File: config.mk
export PLATFORM = sky130hd
export DESIGN_NAME = floppy_card_cru_glue
export DESIGN_NICKNAME = d
export VERILOG_FILES = /design/src/fcc_pkg.sv /design/src/floppy_card_cru_glue.sv
export SDC_FILE = /design/constraint.sdc
export NUM_CORES = 1
export LEC_CHECK = 0
export ABC_CLOCK_PERIOD_IN_PS = 5150
export BUFFER_PORTS_ARGS = -buffer_cell sky130_fd_sc_hd__buf_2
export CAP_MARGIN = 5
export CORE_MARGIN = 4
export CORE_UTILIZATION = 30
export DETAILED_ROUTE_END_ITERATION = 12
export SLEW_MARGIN = 25
export SYNTH_ARGS = -nofsm -noshare
export SYNTH_HDL_FRONTEND = slang
export SYNTH_SLANG_ARGS = --single-unit
File: constraint.sdc
create_clock -name clk -period 5.15 [get_ports clk]
set_clock_uncertainty 0.1 [all_clocks]
set_input_delay 0.515 -clock clk [delete_from_list [all_inputs] [get_ports clk]]
set_output_delay 0.515 -clock clk [all_outputs]
set_load 0.02 [all_outputs]
File: src/fcc_pkg.sv
package fcc_pkg;

	// Input item codes
	typedef enum logic [2:0] {
		OP_CRU_WRITE = 3'd0,
		OP_CRU_READ  = 3'd1,
		OP_IRQ_LINE  = 3'd2,
		OP_DRQ_LINE  = 3'd3,
		OP_TICK      = 3'd4
	} op_t;

	// CRU bit offsets
	localparam logic [4:0] CRU_STATUS  = 5'd0;
	localparam logic [4:0] CRU_STROBE  = 5'd1;
	localparam logic [4:0] CRU_HOLD    = 5'd2;
	localparam logic [4:0] CRU_SEL_LO  = 5'd4;
	localparam logic [4:0] CRU_SEL_HI  = 5'd6;
	localparam logic [4:0] CRU_SIDE    = 5'd7;

	// Status byte bits
	localparam logic [7:0] STATUS_FIXED     = 8'h40;
	localparam logic [7:0] STATUS_SIDE      = 8'h80;
	localparam logic [7:0] STATUS_MOTOR_OFF = 8'h10;

	// Configuration registers
	localparam int unsigned REG_COUNT        = 1;
	localparam logic [0:0]  REG_MOTOR_TICKS  = 1'b0;
	localparam logic [15:0] MOTOR_TICKS_RESET = 16'd4230;

	typedef struct packed {
		op_t        opcode;
		logic [4:0] cru_bit;
		logic       bit_value;
	} in_item_t;

	typedef struct packed {
		logic [7:0] cru_byte;
		logic       halt;
		logic       interrupt_out;
		logic       motor_enable;
		logic       drive_valid;
		logic [1:0] drive_number;
		logic       drive_changed;
		logic       side_select;
	} out_item_t;

endpackage

File: src/floppy_card_cru_glue.sv
// Channel   Direction  Handshake            Payload
// in        input      in_valid/in_ready    fcc_pkg::in_item_t (opcode, cru_bit, bit_value)
// out       output     out_valid/out_ready  fcc_pkg::out_item_t (status, halt, drive, side)
// cfg       input      APB psel/penable     motor tick count at byte address 0
//
// Each item is held first in the input register, then in the result register. One item is
// accepted per cycle while the output is not stalled; the state update happens as an item
// moves from the input register into the result register.
// A stall on the output holds both registers; the input register still takes one item.
// Reset clears all state and sets the motor tick count to 4230.
module floppy_card_cru_glue (
	input  logic                 clk,
	input  logic                 arst_n,
	input  logic                 in_valid,
	output logic                 in_ready,
	input  fcc_pkg::in_item_t    in_data,
	output logic                 out_valid,
	input  logic                 out_ready,
	output fcc_pkg::out_item_t   out_data,
	input  logic                 psel,
	input  logic                 penable,
	input  logic                 pwrite,
	input  logic [2:0]           paddr,
	input  logic [31:0]          pwdata,
	output logic [31:0]          prdata,
	output logic                 pready
);
	import fcc_pkg::*;

	logic [15:0] motor_ticks_q;
	logic        reg_sel;

	logic        valid_s1;
	in_item_t    item_s1;
	logic        valid_s2;
	out_item_t   result_s2;
	logic        advance;

	logic [2:0]  select_bits_q,  select_bits_d;
	logic [1:0]  cur_drive_q,    cur_drive_d;
	logic        drive_sel_q,    drive_sel_d;
	logic        side_q,         side_d;
	logic        motor_en_q,     motor_en_d;
	logic        strobe_q,       strobe_d;
	logic        hold_q,         hold_d;
	logic        irq_q,          irq_d;
	logic        drq_q,          drq_d;
	logic [15:0] countdown_q,    countdown_d;
	logic [7:0]  byte_d;
	logic        changed_d;
	logic [1:0]  sel_drive;
	logic [4:0]  sel_offset;
	logic        is_select;
	out_item_t   result_d;

	// Configuration port
	assign pready  = 1'b1;
	assign reg_sel = (paddr[2] == REG_MOTOR_TICKS);
	assign prdata  = reg_sel ? {16'd0, motor_ticks_q} : 32'd0;

	always_ff @(posedge clk or negedge arst_n) begin
		if (!arst_n) begin
			motor_ticks_q <= MOTOR_TICKS_RESET;
		end else if (psel && penable && pwrite && reg_sel) begin
			motor_ticks_q <= pwdata[15:0];
		end
	end

	// Handshake between the two registers
	assign advance   = valid_s1 && (!valid_s2 || out_ready);
	assign in_ready  = !valid_s1 || advance;
	assign out_valid = valid_s2;
	assign out_data  = result_s2;

	// Hold the accepted item
	always_ff @(posedge clk or negedge arst_n) begin
		if (!arst_n) begin
			valid_s1 <= 1'b0;
		end else if (in_ready) begin
			valid_s1 <= in_valid;
		end
	end

	always_ff @(posedge clk) begin
		if (in_ready && in_valid) begin
			item_s1 <= in_data;
		end
	end

	// Decode drive select offsets
	assign sel_offset = item_s1.cru_bit - CRU_SEL_LO;
	assign sel_drive  = sel_offset[1:0];
	assign is_select  = (item_s1.cru_bit >= CRU_SEL_LO) && (item_s1.cru_bit <= CRU_SEL_HI);

	// Next state and result for the item in the input register
	always_comb begin
		select_bits_d = select_bits_q;
		cur_drive_d   = cur_drive_q;
		drive_sel_d   = drive_sel_q;
		side_d        = side_q;
		motor_en_d    = motor_en_q;
		strobe_d      = strobe_q;
		hold_d        = hold_q;
		irq_d         = irq_q;
		drq_d         = drq_q;
		countdown_d   = countdown_q;
		byte_d        = 8'd0;
		changed_d     = 1'b0;

		unique case (item_s1.opcode)
			OP_CRU_WRITE: begin
				if (item_s1.cru_bit == CRU_STROBE) begin
					if (item_s1.bit_value && !strobe_q) begin
						motor_en_d  = 1'b1;
						countdown_d = motor_ticks_q;
					end
					strobe_d = item_s1.bit_value;
				end else if (item_s1.cru_bit == CRU_HOLD) begin
					hold_d = item_s1.bit_value;
				end else if (is_select) begin
					if (item_s1.bit_value) begin
						select_bits_d[sel_drive] = 1'b1;
						if (!drive_sel_q || (sel_drive != cur_drive_q)) begin
							cur_drive_d = sel_drive;
							drive_sel_d = 1'b1;
							changed_d   = 1'b1;
						end
					end else begin
						select_bits_d[sel_drive] = 1'b0;
						if (drive_sel_q && (sel_drive == cur_drive_q)) begin
							drive_sel_d = 1'b0;
						end
					end
				end else if (item_s1.cru_bit == CRU_SIDE) begin
					side_d = item_s1.bit_value;
				end
			end
			OP_CRU_READ: begin
				if (item_s1.cru_bit == CRU_STATUS) begin
					byte_d = STATUS_FIXED;
					if (side_q) begin
						byte_d = byte_d | STATUS_SIDE;
					end
					if (motor_en_q) begin
						byte_d = byte_d | {4'd0, select_bits_q, 1'b0};
					end else begin
						byte_d = byte_d | STATUS_MOTOR_OFF;
					end
				end
			end
			OP_IRQ_LINE: irq_d = item_s1.bit_value;
			OP_DRQ_LINE: drq_d = item_s1.bit_value;
			OP_TICK: begin
				if (motor_en_q) begin
					if (countdown_q <= 16'd1) begin
						countdown_d = 16'd0;
						motor_en_d  = 1'b0;
					end else begin
						countdown_d = countdown_q - 16'd1;
					end
				end
			end
			default: begin
			end
		endcase

		result_d.cru_byte      = byte_d;
		result_d.halt          = hold_d && !irq_d && !drq_d && motor_en_d;
		result_d.interrupt_out = irq_d;
		result_d.motor_enable  = motor_en_d;
		result_d.drive_valid   = drive_sel_d;
		result_d.drive_number  = drive_sel_d ? cur_drive_d : 2'd0;
		result_d.drive_changed = changed_d;
		result_d.side_select   = side_d;
	end

	// Commit state and result when the item advances
	always_ff @(posedge clk or negedge arst_n) begin
		if (!arst_n) begin
			select_bits_q <= 3'd0;
			cur_drive_q   <= 2'd0;
			drive_sel_q   <= 1'b0;
			side_q        <= 1'b0;
			motor_en_q    <= 1'b0;
			strobe_q      <= 1'b0;
			hold_q        <= 1'b0;
			irq_q         <= 1'b0;
			drq_q         <= 1'b0;
			countdown_q   <= 16'd0;
			valid_s2      <= 1'b0;
		end else begin
			if (advance) begin
				select_bits_q <= select_bits_d;
				cur_drive_q   <= cur_drive_d;
				drive_sel_q   <= drive_sel_d;
				side_q        <= side_d;
				motor_en_q    <= motor_en_d;
				strobe_q      <= strobe_d;
				hold_q        <= hold_d;
				irq_q         <= irq_d;
				drq_q         <= drq_d;
				countdown_q   <= countdown_d;
			end
			if (advance) begin
				valid_s2 <= 1'b1;
			end else if (out_ready) begin
				valid_s2 <= 1'b0;
			end
		end
	end

	always_ff @(posedge clk) begin
		if (advance) begin
			result_s2 <= result_d;
		end
	end

	// Checks
	a_halt_needs_motor: assert property (@(posedge clk) disable iff (!arst_n)
		valid_s2 && result_s2.halt |-> result_s2.motor_enable)
		else $error("halt without motor enable");

	a_changed_needs_drive: assert property (@(posedge clk) disable iff (!arst_n)
		valid_s2 && result_s2.drive_changed |-> result_s2.drive_valid)
		else $error("drive change without a selected drive");

	a_no_drive_number: assert property (@(posedge clk) disable iff (!arst_n)
		valid_s2 && !result_s2.drive_valid |-> result_s2.drive_number == 2'd0)
		else $error("drive number set with no drive selected");

	a_motor_off_count: assert property (@(posedge clk) disable iff (!arst_n)
		!motor_en_q |-> countdown_q == 16'd0)
		else $error("countdown left running with motor off");

	a_stall_holds_s1: assert property (@(posedge clk) disable iff (!arst_n)
		!in_ready |-> valid_s1 && valid_s2 && !out_ready)
		else $error("input stalled without a full pipeline");

endmodule
== After elaboration in Yosys (flattened, before gate mapping) ==
Cells that the tools add are included.

* $add $sub $neg: 2
* $mul: 0
* Div/mod/pow operators: 0
* $lt $le $gt $ge: 5
* Eq/ne operators: 12
* Shift operators: 0
* Multiplexer cells: 44
* Bitwise logic cells: 10
* Reductions and logical operators: 30

{| class="wikitable"
|+ Operators with widths
! operator !! count
|-
| $mux 16 || 5
|-
| $mux 8 || 4
|-
| $pmux 16 s2 || 1
|-
| $mux 1 || 25
|-
| $le 16x1->1 const B || 1
|-
| $sub 16x1->16 const B || 1
|-
| $logic_and 1x1->1 || 12
|-
| $mux 2 || 6
|-
| $reduce_and 5->1 || 2
|-
| $or 8x4->8 || 1
|-
| $eq 3x2->1 const B || 2
|-
| $logic_not 1->1 || 6
|-
| $ne 2x2->1 const B || 3
|-
| $not 1->1 || 6
|-
| $eq 5x1->1 const B || 1
|-
| $eq 5x2->1 const B || 1
|-
| $eq 5x3->1 const B || 1
|-
| $ge 5x3->1 const B || 1
|-
| $le 5x3->1 const B || 1
|-
| $logic_not 5->1 || 1
|-
| $reduce_or 5->1 || 1
|-
| $reduce_bool 2->1 || 2
|-
| $and 3x3->3 || 1
|-
| $eq 3x1->1 const B || 1
|-
| other kinds (15) || 17
|}

* Bits in registers: 71
* Latch bits: 0
* Memory bits (writable): 0
* ROM bits: 0
* Input port bits: 51
* Output and inout port bits: 51
* Logic and storage cells: 127
* Memories kept: 0

== Logic depth before layout (Yosys ltp) ==
* Depth in word-level cells: 9
* Gate-level depth with buffers: 7
* Gate-level depth less buffers: 7

== Least setup slack after synthesis ==
OpenSTA, ideal clock, no wires.

* Path kind: input port to flip-flop
* Start: input port out_ready
* End: register with a tool-made name
* Library setup time: 0.128 ns
* Data arrival time: 1.944 ns
* Required time: 4.922 ns
* Slack: 2.978 ns
* Stages on the path: 5
* Path buffers: 0
* Cells stage by stage: nand2b_1 > nand2_1 > clkinv_1 > and3_1 > mux2_1

{| class="wikitable"
|+ RTL lines
! what !! line !! text
|-
| start, declared || floppy_card_cru_glue.sv:18 || <nowiki>input logic out_ready,</nowiki>
|}

== Worst setup path in the final report ==
* Start: register item_s1[8] in the netlist's numbering
* End: register countdown_q[2]

* Cells in the longest elaborated chain, start to end: 3
* Elaborated cells on any way between the ends: 8
* Those cells by class: eq/ne: 4; mux: 1; reduce/logical: 3

{| class="wikitable"
|+ Ends and longest elaborated chain
! what !! line !! text
|-
| start, declared || floppy_card_cru_glue.sv:34 || <nowiki>in_item_t item_s1;</nowiki>
|-
| start signal, assigned || floppy_card_cru_glue.sv:86 || <nowiki>item_s1 <= in_data;</nowiki>
|-
| $eq 3x3->1 or $logic_not 3->1 (tied branches) || floppy_card_cru_glue.sv:110 || <nowiki>unique case (item_s1.opcode)</nowiki>
|-
| $ne 2x2->1 (no line) or $reduce_bool 2->1 (tied branches) || n/a ||
|-
| $reduce_and 5->1 (no line) || n/a ||
|-
| end signal, assigned || floppy_card_cru_glue.sv:202 || <nowiki>countdown_q <= countdown_d;</nowiki>
|-
| end, declared || floppy_card_cru_glue.sv:48 || <nowiki>logic [15:0] countdown_q, countdown_d;</nowiki>
|}

Parallel ways exist; a longest one is shown, timed or not.
A chain may end at the register's enable or synchronous reset.

==> flow_metrics.env <==
export IMPL_clock_sinks=69
export IMPL_die_area_sq_mm=0.0141
export IMPL_cp_end_kind="flop"
export IMPL_drtAntennaViolNets=0
export IMPL_post_route_util=0.361
export IMPL_fin_cells=539
export IMPL_diodes=0
export IMPL_drv_slew=0
export IMPL_htreeDepth=3
export IMPL_crit_chain="nor4_1, a22oi_2, nor4_4, o21ai_1, a22o_1"
export IMPL_drt_total_wl_um=7710
export IMPL_grt_first_pass_wirelength_um=12900
export IMPL_yosysSeqAreaShare=0.501
export IMPL_dp_slack_ns=2.44
export IMPL_synth_distinct_cells=66
export IMPL_clock_latency_ns=0.33
export IMPL_setup_slack_ns=2.76
export IMPL_track_usage=0.114
export IMPL_grt_pass1_vias=2548
export IMPL_seq_area_sq_mm=0.00185
export IMPL_vias_per_cell=4.91
export IMPL_post_drt_wl_per_cell_um=14.3
export IMPL_worstPathRequired_ns=5.26
export IMPL_hold_path_class="primary input to async pin"
export IMPL_maxCapViolations=0
export IMPL_cts_setup_buffers=0
export IMPL_die_h_um=119
export IMPL_status="finished, final reports clean"
export IMPL_async_reset_ff_frac=0.667
export IMPL_cts_max_path_buffers=2
export IMPL_grt_max_degree=47
export IMPL_mostFrequentLayoutCell="buf_2"
export IMPL_setup_viol=0
export IMPL_nNetsFinal=440
export IMPL_critPathLaunchType="flop"
export IMPL_placed_cells=523
export IMPL_final_cell_mix="63 x buf_2, 42 x dfrtp_1, 26 x mux2_2"
export IMPL_cts_tree="built"
export IMPL_crit_arrival_ns=2.50
export IMPL_hold_viol_final=0
export IMPL_ys_flop_type="dfrtp_1"
export IMPL_rows=40
export IMPL_synth_warnings=0
export IMPL_path_class="flop to flop"
export IMPL_io_pins=102
export IMPL_cpPeakStageDelay_ns=0.59
export IMPL_grt_ovfl_total=0
export IMPL_holdBufCountCts=0
export IMPL_drc=0
export IMPL_multi_input_area_sq_mm=0.00168
export IMPL_powerDensity_mw_per_mm2=367
export IMPL_first_pass_iters=4
export IMPL_vias=2649
export IMPL_die_w_um=119
export IMPL_cp_slowest_cell="nor4_4"
export IMPL_tns_ns=0
export IMPL_rsz0062_at_grt="no"
export IMPL_gp_congestion=0.844
export IMPL_cts_buffers=9
export IMPL_ir_drop_mv=0.190
export IMPL_initial_core_util=0.307
export IMPL_synth_edf_count=23
export IMPL_cts_resized=0
export IMPL_netlist_instances=325
export IMPL_ys_ff_latch=69
export IMPL_port_buffers=64
export IMPL_period_needed_ns=2.39
export IMPL_drive_gt1_frac=0.321
export IMPL_fin_crit_sh=0.463
export IMPL_area_growth_pct=17.6
export IMPL_crit_fanout=13
export IMPL_clk_pin_slew_worst_paths_ns=0.05
export IMPL_root_buffer="clkbuf_16"
export IMPL_fill_cells=1183
export IMPL_avgSynthCellArea_sq_um=11.3
export IMPL_drt_initial_drc_count=139
export IMPL_leakagePower_nw=1.89
export IMPL_worstMarginPinSlew_ns=0.879
export IMPL_dp_hpwl_um=5580
export IMPL_slew_headroom=0.411
export IMPL_clock_fmax_mhz=419
export IMPL_antenna_found_initial=0
export IMPL_synth_area_sq_mm=0.00369
export IMPL_coreArea_sq_mm=0.0120
==> flip-flops by register name (all words and copies together), names as in the netlist, named ones only <==
| name | cells |
|---|---|
| countdown_q | 16 |
| cur_drive_q | 2 |
| drive_sel_q | 1 |
| drq_q | 1 |
| hold_q | 1 |
| irq_q | 1 |
| item_s1 | 9 |
| motor_en_q | 1 |
| motor_ticks_q | 16 |
| out_data | 14 |
| out_valid | 1 |
| side_q | 1 |
| strobe_q | 1 |
| valid_s1 | 1 |
==> report_power, final <==
group | switching, W | internal [W]
logic | 0.000179 | 0.000125
clock network | 0.000204 | 0.000387
registers | 0.0000566 | 0.000640
==> worst paths after layout <==
path | slack, ns | start | cells past startpoint | to
max | 2.76 | item_s1[8] | 5 | countdown_q[2]
min | 0.09 | arst_n | 1 | motor_ticks_q[13]
max reg2reg | 2.76 | item_s1[8] | 5 | countdown_q[2]
min reg2reg | 0.38 | flop | 1 | flop
max in group asynchronous | 4.45 | arst_n | 1 | strobe_q
min in group clk | 0.26 | in_data[0] | 1 | item_s1[0]
==> cell type report <==
| class | count | share of cell area |
|---|---|---|
| tap | 147 | 0.0424 |
| sequential | 69 | 0.426 |
| clock buffer | 14 | 0.0586 |
| timing repair buffer | 64 | 0.0744 |
| multi-input combinational | 238 | 0.387 |
| clock inverter | 2 | 0.00808 |
| inverter | 5 | 0.00433 |
==> cells in the mapped netlist (5+ instances only) <==
| cell | n | area (sq um) |
|---|---|---|
| a21oi_1 | 21 | 105 |
| and3_1 | 6 | 37.5 |
| edfxtp_1 | 23 | 691 |
| nor4_1 | 6 | 37.5 |
| nand2_1 | 19 | 71.3 |
| nor3_1 | 5 | 25.0 |
| buf_2 | 6 | 30.0 |
| nor2b_1 | 19 | 119 |
| nand2b_1 | 5 | 31.3 |
| mux2_2 | 26 | 293 |
| dfrtp_1 | 42 | 1050 |
| buf_4 | 20 | 150 |
| o21ai_0 | 14 | 70.1 |
| nor2_1 | 17 | 63.8 |
==> kinds of logic after synthesis <==
group           synth area share
fa+ha+maj                0.00678
other cells              0.00204
compound gates             0.136
xor+xnor                 0.00475
flops                      0.501
simple gates               0.199
mux                       0.0882
buf+inv                   0.0621
==> worst max-delay path: cells and delay by family (launching register included) <==
| kind | cells | cell delay, ns |
|---|---|---|
| and+or+nand+nor | 2 | 1.14 |
| AOI/OAI and AO/OA | 3 | 0.56 |
| DFF | 1 | 0.47 |
==> layer usage <==
metal	up-vias	GRT usage	part of all wire	routed length [um]
met2	76	0.163	0.43	3280
met5	-	0	0	0
met1	1254	0.158	0.50	3860
met3	8	0.0361	0.055	428
li1	1311	-	-	-
met4	0	0.0471	0.018	142
==> per-stage QoR <==
stage                     hold slack [ns]  total power, W  instance area, sq um
after global routing                0.147         0.00168                  4340
after global placement              0.361         0.00100                  4050
after detailed placement            0.373         0.00101                  4050
after floorplan                     0.119        0.000926                  3750
after CTS                           0.113         0.00161                  4340
final                              0.0880         0.00159                  4340
(Power assumes the default switching activity.)
